**src/assert_macros.svh**
```systemverilog
// Assertion macros shared by the RTL of the ordered list engine.
// Each macro expands to a clocked concurrent assertion, or to nothing in synthesis.
`ifndef ASSERT_MACROS_SVH
`define ASSERT_MACROS_SVH
`ifndef SYNTHESIS
// Property must hold at every rising edge outside reset
`define OLA_ASSERT(label, clk, rst_n, prop) \
    label: assert property (@(posedge clk) disable iff (!rst_n) (prop)) \
        else $error("assertion failed");
// Expression must never be true outside reset
`define OLA_NEVER(label, clk, rst_n, expr) \
    label: assert property (@(posedge clk) disable iff (!rst_n) !(expr)) \
        else $error("forbidden condition seen");
`else
`define OLA_ASSERT(label, clk, rst_n, prop)
`define OLA_NEVER(label, clk, rst_n, expr)
`endif
`endif

```
**src/ola_pkg.sv**
```systemverilog
// Types and request codes for the ordered list engine.
// No dependencies; imported by the top level.
`timescale 1ns / 1ps
`default_nettype none

package ola_pkg;

    // Request codes
    localparam logic [2:0] REQ_APPEND = 3'd0;
    localparam logic [2:0] REQ_INSERT = 3'd1;
    localparam logic [2:0] REQ_CLEAR  = 3'd2;
    localparam logic [2:0] REQ_SEARCH = 3'd3;
    localparam logic [2:0] REQ_DELETE = 3'd4;

    typedef struct packed {
        logic [2:0]         req_type;
        logic [3:0]         position;
        logic signed [31:0] value;
    } req_t;

    typedef struct packed {
        logic       ok;
        logic       found;
        logic [3:0] found_index;
        logic [4:0] count;
    } rsp_t;

endpackage

`default_nettype wire

```
**src/ola_ram.sv**
```systemverilog
// Generic single-write, single-read RAM with registered read data.
// No dependencies.
`timescale 1ns / 1ps
`default_nettype none

module ola_ram #(
    parameter int WIDTH = 32,
    parameter int DEPTH = 16
) (
    input  wire logic                     clk,
    input  wire logic                     we,
    input  wire logic [$clog2(DEPTH)-1:0] waddr,
    input  wire logic [WIDTH-1:0]         wdata,
    input  wire logic [$clog2(DEPTH)-1:0] raddr,
    output logic      [WIDTH-1:0]         rdata
);

    logic [WIDTH-1:0] mem [DEPTH];

    // Write port
    always_ff @(posedge clk)
    begin
        if (we)
        begin
            mem[waddr] <= wdata;
        end
    end

    // Registered read port
    always_ff @(posedge clk)
    begin
        rdata <= mem[raddr];
    end

endmodule

`default_nettype wire

```
**src/ordered_array_list_engine_core.sv**
```systemverilog
// Ordered list engine: append, insert, delete, search and clear on up to CAPACITY
// signed words in one ola_ram (registered read); types and codes from ola_pkg.
// Append, clear and rejected requests go straight to the result beat; insert,
// delete and search first walk the RAM, moving or comparing the entries concerned
// one a cycle. A new request is taken only after the last result beat is taken.
// Reset empties the list (count 0); stored words are not cleared.
`timescale 1ns / 1ps
`default_nettype none
`include "assert_macros.svh"

module ordered_array_list_engine_core
    import ola_pkg::*;
#(
    parameter int CAPACITY = 16
) (
    input  wire logic clk,
    input  wire logic rst_n,
    input  wire logic req_valid,
    output logic      req_stall,
    input  wire req_t req_data,
    output logic      rsp_valid,
    input  wire logic rsp_stall,
    output rsp_t      rsp_data
);

    localparam int IW = $clog2(CAPACITY);
    localparam int CW = $clog2(CAPACITY + 1);
    localparam int PW = (CW > 4) ? CW : 4;

    localparam logic [1:0] S_IDLE = 2'd0;
    localparam logic [1:0] S_RUN  = 2'd1;
    localparam logic [1:0] S_RESP = 2'd2;

    logic [1:0]         state_reg, state_next;
    logic [CW-1:0]      cnt_reg, cnt_next;
    logic [2:0]         op_reg, op_next;
    logic [IW-1:0]      pos_reg, pos_next;
    logic signed [31:0] val_reg, val_next;
    logic [IW-1:0]      cur_reg, cur_next;
    logic [CW-1:0]      rem_reg, rem_next;
    logic               pend_reg, pend_next;
    logic [IW-1:0]      pend_addr_reg, pend_addr_next;
    logic               hit_reg, hit_next;
    logic [IW-1:0]      hit_idx_reg, hit_idx_next;
    rsp_t               rsp_reg, rsp_next;

    logic               mem_we;
    logic [IW-1:0]      mem_waddr;
    logic [31:0]        mem_wdata;
    logic [IW-1:0]      mem_raddr;
    logic [31:0]        mem_rdata;

    logic               accept;
    logic               full;
    logic               pos_ok;

    ola_ram #(
        .WIDTH (32),
        .DEPTH (CAPACITY)
    ) u_ram (
        .clk   (clk),
        .we    (mem_we),
        .waddr (mem_waddr),
        .wdata (mem_wdata),
        .raddr (mem_raddr),
        .rdata (mem_rdata)
    );

    assign req_stall = (state_reg != S_IDLE);
    assign rsp_valid = (state_reg == S_RESP);
    assign rsp_data  = rsp_reg;
    assign accept    = req_valid && !req_stall;
    assign full      = (cnt_reg == CW'(CAPACITY));
    assign pos_ok    = (PW'(req_data.position) < PW'(cnt_reg));

    // Sequencer: decode request, walk the RAM one entry a cycle, finish
    always_comb
    begin
        state_next     = state_reg;
        cnt_next       = cnt_reg;
        op_next        = op_reg;
        pos_next       = pos_reg;
        val_next       = val_reg;
        cur_next       = cur_reg;
        rem_next       = rem_reg;
        pend_next      = 1'b0;
        pend_addr_next = pend_addr_reg;
        hit_next       = hit_reg;
        hit_idx_next   = hit_idx_reg;
        rsp_next       = rsp_reg;
        mem_we         = 1'b0;
        mem_waddr      = cur_reg;
        mem_wdata      = val_reg;
        mem_raddr      = cur_reg;

        unique case (state_reg)
            S_IDLE:
            begin
                if (accept)
                begin
                    op_next      = req_data.req_type;
                    pos_next     = IW'(req_data.position);
                    val_next     = req_data.value;
                    hit_next     = 1'b0;
                    hit_idx_next = '0;
                    rsp_next     = '0;
                    state_next   = S_RESP;
                    unique case (req_data.req_type)
                        REQ_APPEND:
                        begin
                            if (!full)
                            begin
                                mem_we      = 1'b1;
                                mem_waddr   = IW'(cnt_reg);
                                mem_wdata   = req_data.value;
                                cnt_next    = cnt_reg + CW'(1);
                                rsp_next.ok = 1'b1;
                            end
                        end
                        REQ_INSERT:
                        begin
                            if (!full && pos_ok)
                            begin
                                cur_next   = IW'(cnt_reg - CW'(1));
                                rem_next   = cnt_reg - CW'(req_data.position);
                                state_next = S_RUN;
                            end
                        end
                        REQ_CLEAR:
                        begin
                            cnt_next    = '0;
                            rsp_next.ok = 1'b1;
                        end
                        REQ_SEARCH:
                        begin
                            cur_next   = '0;
                            rem_next   = cnt_reg;
                            state_next = S_RUN;
                        end
                        REQ_DELETE:
                        begin
                            if (pos_ok)
                            begin
                                cur_next   = IW'(req_data.position) + IW'(1);
                                rem_next   = cnt_reg - CW'(1) - CW'(req_data.position);
                                state_next = S_RUN;
                            end
                        end
                        default:
                        begin
                            rsp_next.ok = 1'b0;
                        end
                    endcase
                    rsp_next.count = 5'(cnt_next);
                end
            end

            S_RUN:
            begin
                // Issue the next read and advance the source index
                if (rem_reg != '0)
                begin
                    mem_raddr      = cur_reg;
                    pend_next      = 1'b1;
                    pend_addr_next = cur_reg;
                    rem_next       = rem_reg - CW'(1);
                    cur_next       = (op_reg == REQ_INSERT) ? cur_reg - IW'(1)
                                                            : cur_reg + IW'(1);
                end

                // Consume the word read last cycle
                if (pend_reg)
                begin
                    case (op_reg)
                        REQ_INSERT:
                        begin
                            mem_we    = 1'b1;
                            mem_waddr = pend_addr_reg + IW'(1);
                            mem_wdata = mem_rdata;
                        end
                        REQ_DELETE:
                        begin
                            mem_we    = 1'b1;
                            mem_waddr = pend_addr_reg - IW'(1);
                            mem_wdata = mem_rdata;
                        end
                        REQ_SEARCH:
                        begin
                            if (!hit_reg && (mem_rdata == val_reg))
                            begin
                                hit_next     = 1'b1;
                                hit_idx_next = pend_addr_reg;
                            end
                        end
                        default:
                        begin
                            mem_we = 1'b0;
                        end
                    endcase
                end

                // Finish: on insert drop the new word in place; update the count on insert or delete
                if ((rem_reg == '0) && !pend_reg)
                begin
                    if (op_reg == REQ_INSERT)
                    begin
                        mem_we    = 1'b1;
                        mem_waddr = pos_reg;
                        mem_wdata = val_reg;
                        cnt_next  = cnt_reg + CW'(1);
                    end
                    else if (op_reg == REQ_DELETE)
                    begin
                        cnt_next = cnt_reg - CW'(1);
                    end
                    rsp_next.ok          = 1'b1;
                    rsp_next.found       = hit_reg;
                    rsp_next.found_index = 4'(hit_idx_reg);
                    rsp_next.count       = 5'(cnt_next);
                    state_next           = S_RESP;
                end
            end

            S_RESP:
            begin
                // Hold the result beat until taken
                if (!rsp_stall)
                begin
                    state_next = S_IDLE;
                end
            end

            default:
            begin
                state_next = S_IDLE;
            end
        endcase
    end

    // Control state
    always_ff @(posedge clk or negedge rst_n)
    begin
        if (!rst_n)
        begin
            state_reg <= S_IDLE;
            cnt_reg   <= '0;
            rem_reg   <= '0;
            pend_reg  <= 1'b0;
        end
        else
        begin
            state_reg <= state_next;
            cnt_reg   <= cnt_next;
            rem_reg   <= rem_next;
            pend_reg  <= pend_next;
        end
    end

    // Payload and working registers
    always_ff @(posedge clk)
    begin
        op_reg        <= op_next;
        pos_reg       <= pos_next;
        val_reg       <= val_next;
        cur_reg       <= cur_next;
        pend_addr_reg <= pend_addr_next;
        hit_reg       <= hit_next;
        hit_idx_reg   <= hit_idx_next;
        rsp_reg       <= rsp_next;
    end

    // Checks
    `OLA_ASSERT(a_cnt_bound, clk, rst_n, cnt_reg <= CW'(CAPACITY))
    `OLA_ASSERT(a_busy_after_accept, clk, rst_n, accept |=> req_stall)
    `OLA_ASSERT(a_cnt_hold_resp, clk, rst_n, (state_reg == S_RESP) |=> $stable(cnt_reg))
    `OLA_NEVER(a_no_write_resp, clk, rst_n, (state_reg == S_RESP) && mem_we)

endmodule

`default_nettype wire

```
**config.mk**
```make
export PLATFORM = sky130hd
export DESIGN_NAME = ordered_array_list_engine_core
export DESIGN_NICKNAME = d
export VERILOG_FILES = /design/src/ola_pkg.sv /design/src/ola_ram.sv /design/src/ordered_array_list_engine_core.sv
export VERILOG_INCLUDE_DIRS = /design/src /design/src/src
export SDC_FILE = /design/constraint.sdc
export NUM_CORES = 1
export LEC_CHECK = 0
export ABC_CLOCK_PERIOD_IN_PS = 5000
export BUFFER_PORTS_ARGS = -buffer_cell sky130_fd_sc_hd__buf_2
export CORE_ASPECT_RATIO = 1.4
export CORE_MARGIN = 5
export CORE_UTILIZATION = 40
export DETAILED_ROUTE_END_ITERATION = 6
export HOLD_SLACK_MARGIN = 0.15
export SLEW_MARGIN = 25
export SYNTH_ARGS = -nofsm -noshare
export SYNTH_HDL_FRONTEND = slang
export SYNTH_SLANG_ARGS = --single-unit
```
**constraint.sdc**
```tcl
create_clock -name clk -period 5 [get_ports clk]
set_clock_uncertainty 0.05 [all_clocks]
set_input_delay 0.75 -clock clk [delete_from_list [all_inputs] [get_ports clk]]
set_output_delay 0.75 -clock clk [all_outputs]
set_load 0.05 [all_outputs]
```
Word level (Yosys, flattened, before mapping):

Memories as Yosys holds them, arrays and structs flattened. A register that Yosys moved wholly into a read port is not among the register bits.
Cells that the tools add are included.

* flip-flop bits (word level): 76
* memory bits (writable): 512
* bits of input ports: 43
* memories kept: 1

* add/sub/neg operators: 10
* magnitude comparators: 1
* equal/unequal tests: 21
* multiplexer cells: 69
* reduce and logical (&&, ||, !) cells: 21

Memories
* u_ram.mem: depth 16, bits a word 32, read ports 1, clocked after memory_dff 1, write ports 1, RTL line ola_ram.sv:18 `logic [WIDTH-1:0] mem [DEPTH];`

Operators by type and width (count)
* 32-bit 2-to-1 mux: 7
* 32-bit case mux with 2 select lines: 1
* 4-bit 2-to-1 mux: 15
* 5-bit 2-to-1 mux: 9
* 32-bit == test: 1
* 4-bit case mux with 2 select lines: 4
* 5-bit case mux with 2 select lines: 3
* 11-bit 2-to-1 mux: 2
* 11-bit case mux with 2 select lines: 1
* 1-bit 2-to-1 mux: 15
* 5-bit case mux with 3 select lines: 1
* 4-bit by 1-bit adder with 4-bit output (second input constant): 3
* 2-bit != test (second input constant): 6
* 2-bit case mux with 3 select lines: 2
* 4-bit case mux with 3 select lines: 1
* 2-bit 2-to-1 mux: 5
* 5-bit by 1-bit subtractor with 5-bit output (second input constant): 2
* 5-bit by 4-bit subtractor with 5-bit output: 2
* 3-bit by 2-bit == test with 1-bit output (second input constant): 3
* 4-bit by 1-bit subtractor with 4-bit output (second input constant): 2
* 3-bit by 1-bit == test with 1-bit output (second input constant): 2
* 3-bit == test (second input constant): 2
* 3-bit != test (second input constant): 2
* 1-bit case mux with 2 select lines: 3
* other kinds (19): 28

Depth between registers and ports, before layout:

* depth in word-level cells: 9
* gate-level depth with buffers: 11
* depth with buffers taken out: 10

Cells and area by module:

A second synthesis with hierarchy kept.

* cells, all modules: 1381
* area, all modules: 25230.4 um^2

Modules (own cells, without submodules)
* ola_ram: times used 1, cells each 838, area each 19835.3 um^2, sequential area each 16015.4 um^2
* ordered_array_list_engine_core: times used 1, cells each 543, area each 5395.2 um^2, sequential area each 2217.1 um^2

Least setup slack after synthesis:

No wires, ideal clock.

* path type: input to register
* start point: input port req_valid
* end point: memory u_ram.mem[6][0] (enable)
* library setup time: 0.421 ns
* arrival time: 3.961 ns
* path slack: 0.567 ns
* stages: 7
* cell sequence: nand2_1 inv_1 and3_1 a221o_1 a31o_2 or3_4 nor2_1

* word-level cells in the longest chain between the ends: 5

RTL lines
* from (decl): RTL line ordered_array_list_engine_core.sv:18 `input wire logic req_valid,`
* 1-bit logical AND (*): RTL line ordered_array_list_engine_core.sv:72 `assign accept = req_valid && !req_stall;`
* 1-bit 2-to-1 mux: RTL line ordered_array_list_engine_core.sv:99 `if (accept)`
* 1-bit case mux with 2 select lines: RTL line ordered_array_list_engine_core.sv:96 `unique case (state_reg)`
* 1-bit 2-to-1 mux: RTL line ola_ram.sv:23 `if (we)`
* 1-bit 2-to-1 mux (implied by the code): RTL line ola_ram.sv:25 `mem[waddr] <= wdata;`
* to (decl): RTL line ola_ram.sv:18

Every way passes the cells marked *; elsewhere a longest branch is shown, timed or not.

Worst setup path in the final report:

* start point: register cnt_reg[1]
* end point: memory u_ram.mem[12][21] (enable)

* word-level cells in the longest chain between the ends: 7

RTL lines
* from (decl): RTL line ordered_array_list_engine_core.sv:35 `logic [CW-1:0] cnt_reg, cnt_next;`
* from (signal assigned): RTL line ordered_array_list_engine_core.sv:253 `cnt_reg <= cnt_next;`
* 5-bit == test: RTL line ordered_array_list_engine_core.sv:73 `assign full = (cnt_reg == CW'(CAPACITY));`
* 1-bit 2-to-1 mux: RTL line ordered_array_list_engine_core.sv:111 `if (!full)`
* 1-bit 2-to-1 mux: RTL line ordered_array_list_engine_core.sv:108 `unique case (req_data.req_type)`
* 1-bit 2-to-1 mux: RTL line ordered_array_list_engine_core.sv:99
* 1-bit case mux with 2 select lines: RTL line ordered_array_list_engine_core.sv:96
* 1-bit 2-to-1 mux: RTL line ola_ram.sv:23
* 1-bit 2-to-1 mux (implied by the code): RTL line ola_ram.sv:25

Parallel ways exist; a longest one is shown, timed or not.

==> impl_metrics.csv <==
group,metric,value,unit
floorplanning,start_util,40.1,%
timing,maxSlewViolCount,0,
logic_synthesis,yosysMostFrequentCell,"edfxtp_1",
worst_setup_path,cpMaxStageDelayCell,"nor2_4",
place,portBuffers,55,
worst_setup_path,cp-startpoint,"cnt_reg[1]",
floorplanning,die-width,222,um
power_and_ir_drop,seqPwrFrac,44.9,%
place,dp_hpwl,35000,um
global_routing,grt_util_met3,2.39,%
worst_setup_path,crit_buf_inv,2,
job,cap_violations,0,
layout,largest_register_ffs,512,
timing,rsz0062_at_grt,"no",
floorplanning,dieArea,68300,sq um
logic_synthesis,yosysSeqAreaShare,72.3,%
power_and_ir_drop,leakage,9.16,nW
timing,hold_viol,0,
worst_setup_path,crit_family,"simple AND/OR/NAND/NOR gates",
route,avgRoutedWirePerCell,26.8,um
worst_setup_path,worstSetupPathType,"reg2reg",
worst_setup_path,cp-start-kind,"flop",
floorplanning,die_y,307,um
worst_setup_path,critPathCaptureType,"flop",
logic_synthesis,synth_area,25200,sq um
timing,clock.fmax,252,MHz
floorplanning,core_region_area,62900,sq um
floorplanning,rows,109,
cts,hold_buffers,1,
global_routing,grt_max_degree,132,
logic_synthesis,syn_inst,1298,
worst_setup_path,regToRegSetupSlack,1.03,ns
cts,cts_resized,0,
cts,htreeDepth,2,
global_routing,gr-usage-met2,31.5,%
global_routing,top_usage_layer,"met2",
global_routing,track_usage,17.8,%
logic_synthesis,synth_edf_count,575,
route,drt_iter0_drc,1460,
layout,drive_gt1_share,28.4,%
min_path,hold_path_class,"in2reg",
power_and_ir_drop,internal-power,0.0111,W
logic_synthesis,ys_top_cells_by_area,"edfxtp_1, mux4_2, dfxtp_1",
layout,fillers,5231,
global_routing,globalRouteOverflowTotal,0,
global_routing,grt_pass1_vias,13400,
logic_synthesis,ys_types,65,
timing,tightest_slew,1.12,ns
logic_synthesis,synth_seq_cells,620,
logic_synthesis,synth_common_cells,"edfxtp_1, mux4_2, nor2_1",
logic_synthesis,synth_top_area_share,68.4,%
power_and_ir_drop,clkPwrFrac,25.8,%
route,detail_route.first_pass.iterations,5,
layout,ff_latch_area,18200,sq um
worst_setup_path,path_cells,"inv_1, ha_1, nand4bb_1, nand2_1, nor2_4, a222oi_1, nand2b_1, nor2_4, buf_4",
logic_synthesis,postSynth.asyncResetShare,2.10,%
worst_setup_path,cp.required,5.21,ns
timing,slew_headroom,25.5,%
cts,cts_root_buf,"clkbuf_16",
power_and_ir_drop,pwr-share-comb,29.2,%
route,ant_nets,0,
timing,setup_viol,0,
cts,numClockSinks,620,
layout,multi_input_area,6710,sq um
route,via_per_inst,5.70,
floorplanning,ios,56,
route,drc,0,
route,wirelength,61100,um
cts,post_cts_buffers,0,
min_path,holdCritStartpoint,"req_data[28]",
layout,areaGrowthSynthToFinish,13.8,%
worst_setup_path,timing.rr.start,"cnt_reg[1]",
cts,cts_tree,"yes",
cts,clockBufferDepth,3,
global_routing,grt_pass1_wl,90800,um
logic_synthesis,synth_fp_nets,1360,
power_and_ir_drop,netSwitchingPower,0.00505,W
worst_setup_path,path_max_fanout,20,
worst_setup_path,crit_top_cell,"nor2_4",
logic_synthesis,synthFlopType,"edfxtp_1",
logic_synthesis,synth_top_area_cell,"edfxtp_1",
timing,fin_crit,3.97,ns
cts,clock_latency,0.62,ns
route,num_vias,13000,
power_and_ir_drop,total_power,0.0161,W
cts,cts_inserted_buffers,56,
logic_synthesis,syn_avg_cell_area,19.4,sq um
cts,clkTransAtPathRegs,0.06,ns
logic_synthesis,yosys_warnings,0,
power_and_ir_drop,swShare,31.3,%
global_routing,use_met1,23.1,%
timing,finalSetupTns,0,ns
worst_setup_path,cp.arrival,4.18,ns
power_and_ir_drop,ir_drop,434,uV
power_and_ir_drop,power_density,562,nW/um^2
place,gp_congestion,0.905,
global_routing,antenna_found_initial,3,
layout,nets,1456,
worst_setup_path,max_stage_delay,0.59,ns
timing,period_share,79.4,%
outcome,status,"completed",
## power by group through the flow
stage          clock, W  sequential, W  combinational (W)
2_1_floorplan         0        0.00734            0.00315
3_3_place_gp          0        0.00735            0.00469
3_5_place_dp          0        0.00736            0.00476
4_1_cts         0.00427        0.00725            0.00478
5_1_grt         0.00448        0.00729            0.00511
6_report        0.00417        0.00725            0.00472
## kinds of logic (layout without fill, tap and decap cells)
kind of cell,after synthesis,in the layout,share of synthesized area (%)
adders and majority gates,19,19,1.03
buffers and inverters,107,249,1.68
AOI/OAI and AO/OA,171,171,4.97
and+or+nand+nor,152,152,3.16
xor gates and xnor gates,49,49,1.70
muxes,180,180,15.2
DFF,620,620,72.3
other,0,3,0
## layout make-up
cell class	count	share of cell area, %
Clock inverter	37	1.04
Tap cell	832	3.63
Timing Repair Buffer	110	2.84
Antenna cell	3	0.0261
Multi-Input combinational cell	571	23.4
Clock buffer	67	5.13
Sequential cell	620	63.5
Inverter	35	0.458
## per-layer routing
layer / vias to the layer above / routed length [um]
met5: - / 0
met4: 0 / 1900
met3: 115 / 3170
met2: 452 / 31900
met1: 6838 / 24100
li1: 5559 / -
## path summary, 6_finish.rpt
check | endpoint | depth (start not counted)
setup / recovery | u_ram.mem[12][21] | 9
hold / removal | val_reg[28] | 1
setup reg to reg | u_ram.mem[12][21] | 9
hold reg to reg | rsp_data[6] | 1
max in group asynchronous | state_reg[1] | 2
min in group asynchronous | rem_reg[3] | 2
## metrics by stage
step | utilization [%] | instances | hold slack, ns | setup slack, ns | instance area (sq um)
final | 45.7 | 2275 | 0.290 | 1.03 | 28700
after detailed placement | 42.8 | 2167 | 0.457 | 1.04 | 26900
after global routing | 45.7 | 2272 | 0.266 | 0.753 | 28700
after CTS | 45.7 | 2272 | 0.258 | 1.03 | 28700
after floorplan | - | 1298 | 0.371 | 0.567 | 25200
after global placement | 42.8 | 2167 | 0.458 | 1.14 | 26900
## worst register-to-register path: stages, from the launching register on
cell,delay [ns]
dfrtp_1,0.49
inv_1,0.23
ha_1,0.27
nand4bb_1,0.29
nand2_1,0.24
nor2_4,0.05
a222oi_1,0.54
nand2b_1,0.36
nor2_4,0.59
buf_4,0.49
## cell usage in the layout (no fill, tap or decap), drive strengths merged, types with 5 or more instances in the layout
cell type and instances:
edfxtp 575, mux4 160, buf 109, clkbuf 67, nor2 55, inv 36
dfxtp 32, xnor2 29, o22a 28, nand2 27, clkinv 27, o21ai 24
a221oi 23, mux2 20, xor2 20, a211oi 19, o22ai 18, a21oi 18
ha 16, dfrtp 13, and2 9, a31oi 8, nor3 8, nand2b 7
nand4 6, clkinvlp 6, nand3 5, nor2b 5, a22o 5, nor4 5
No activity file was read; power rests on OpenSTA's default activity.
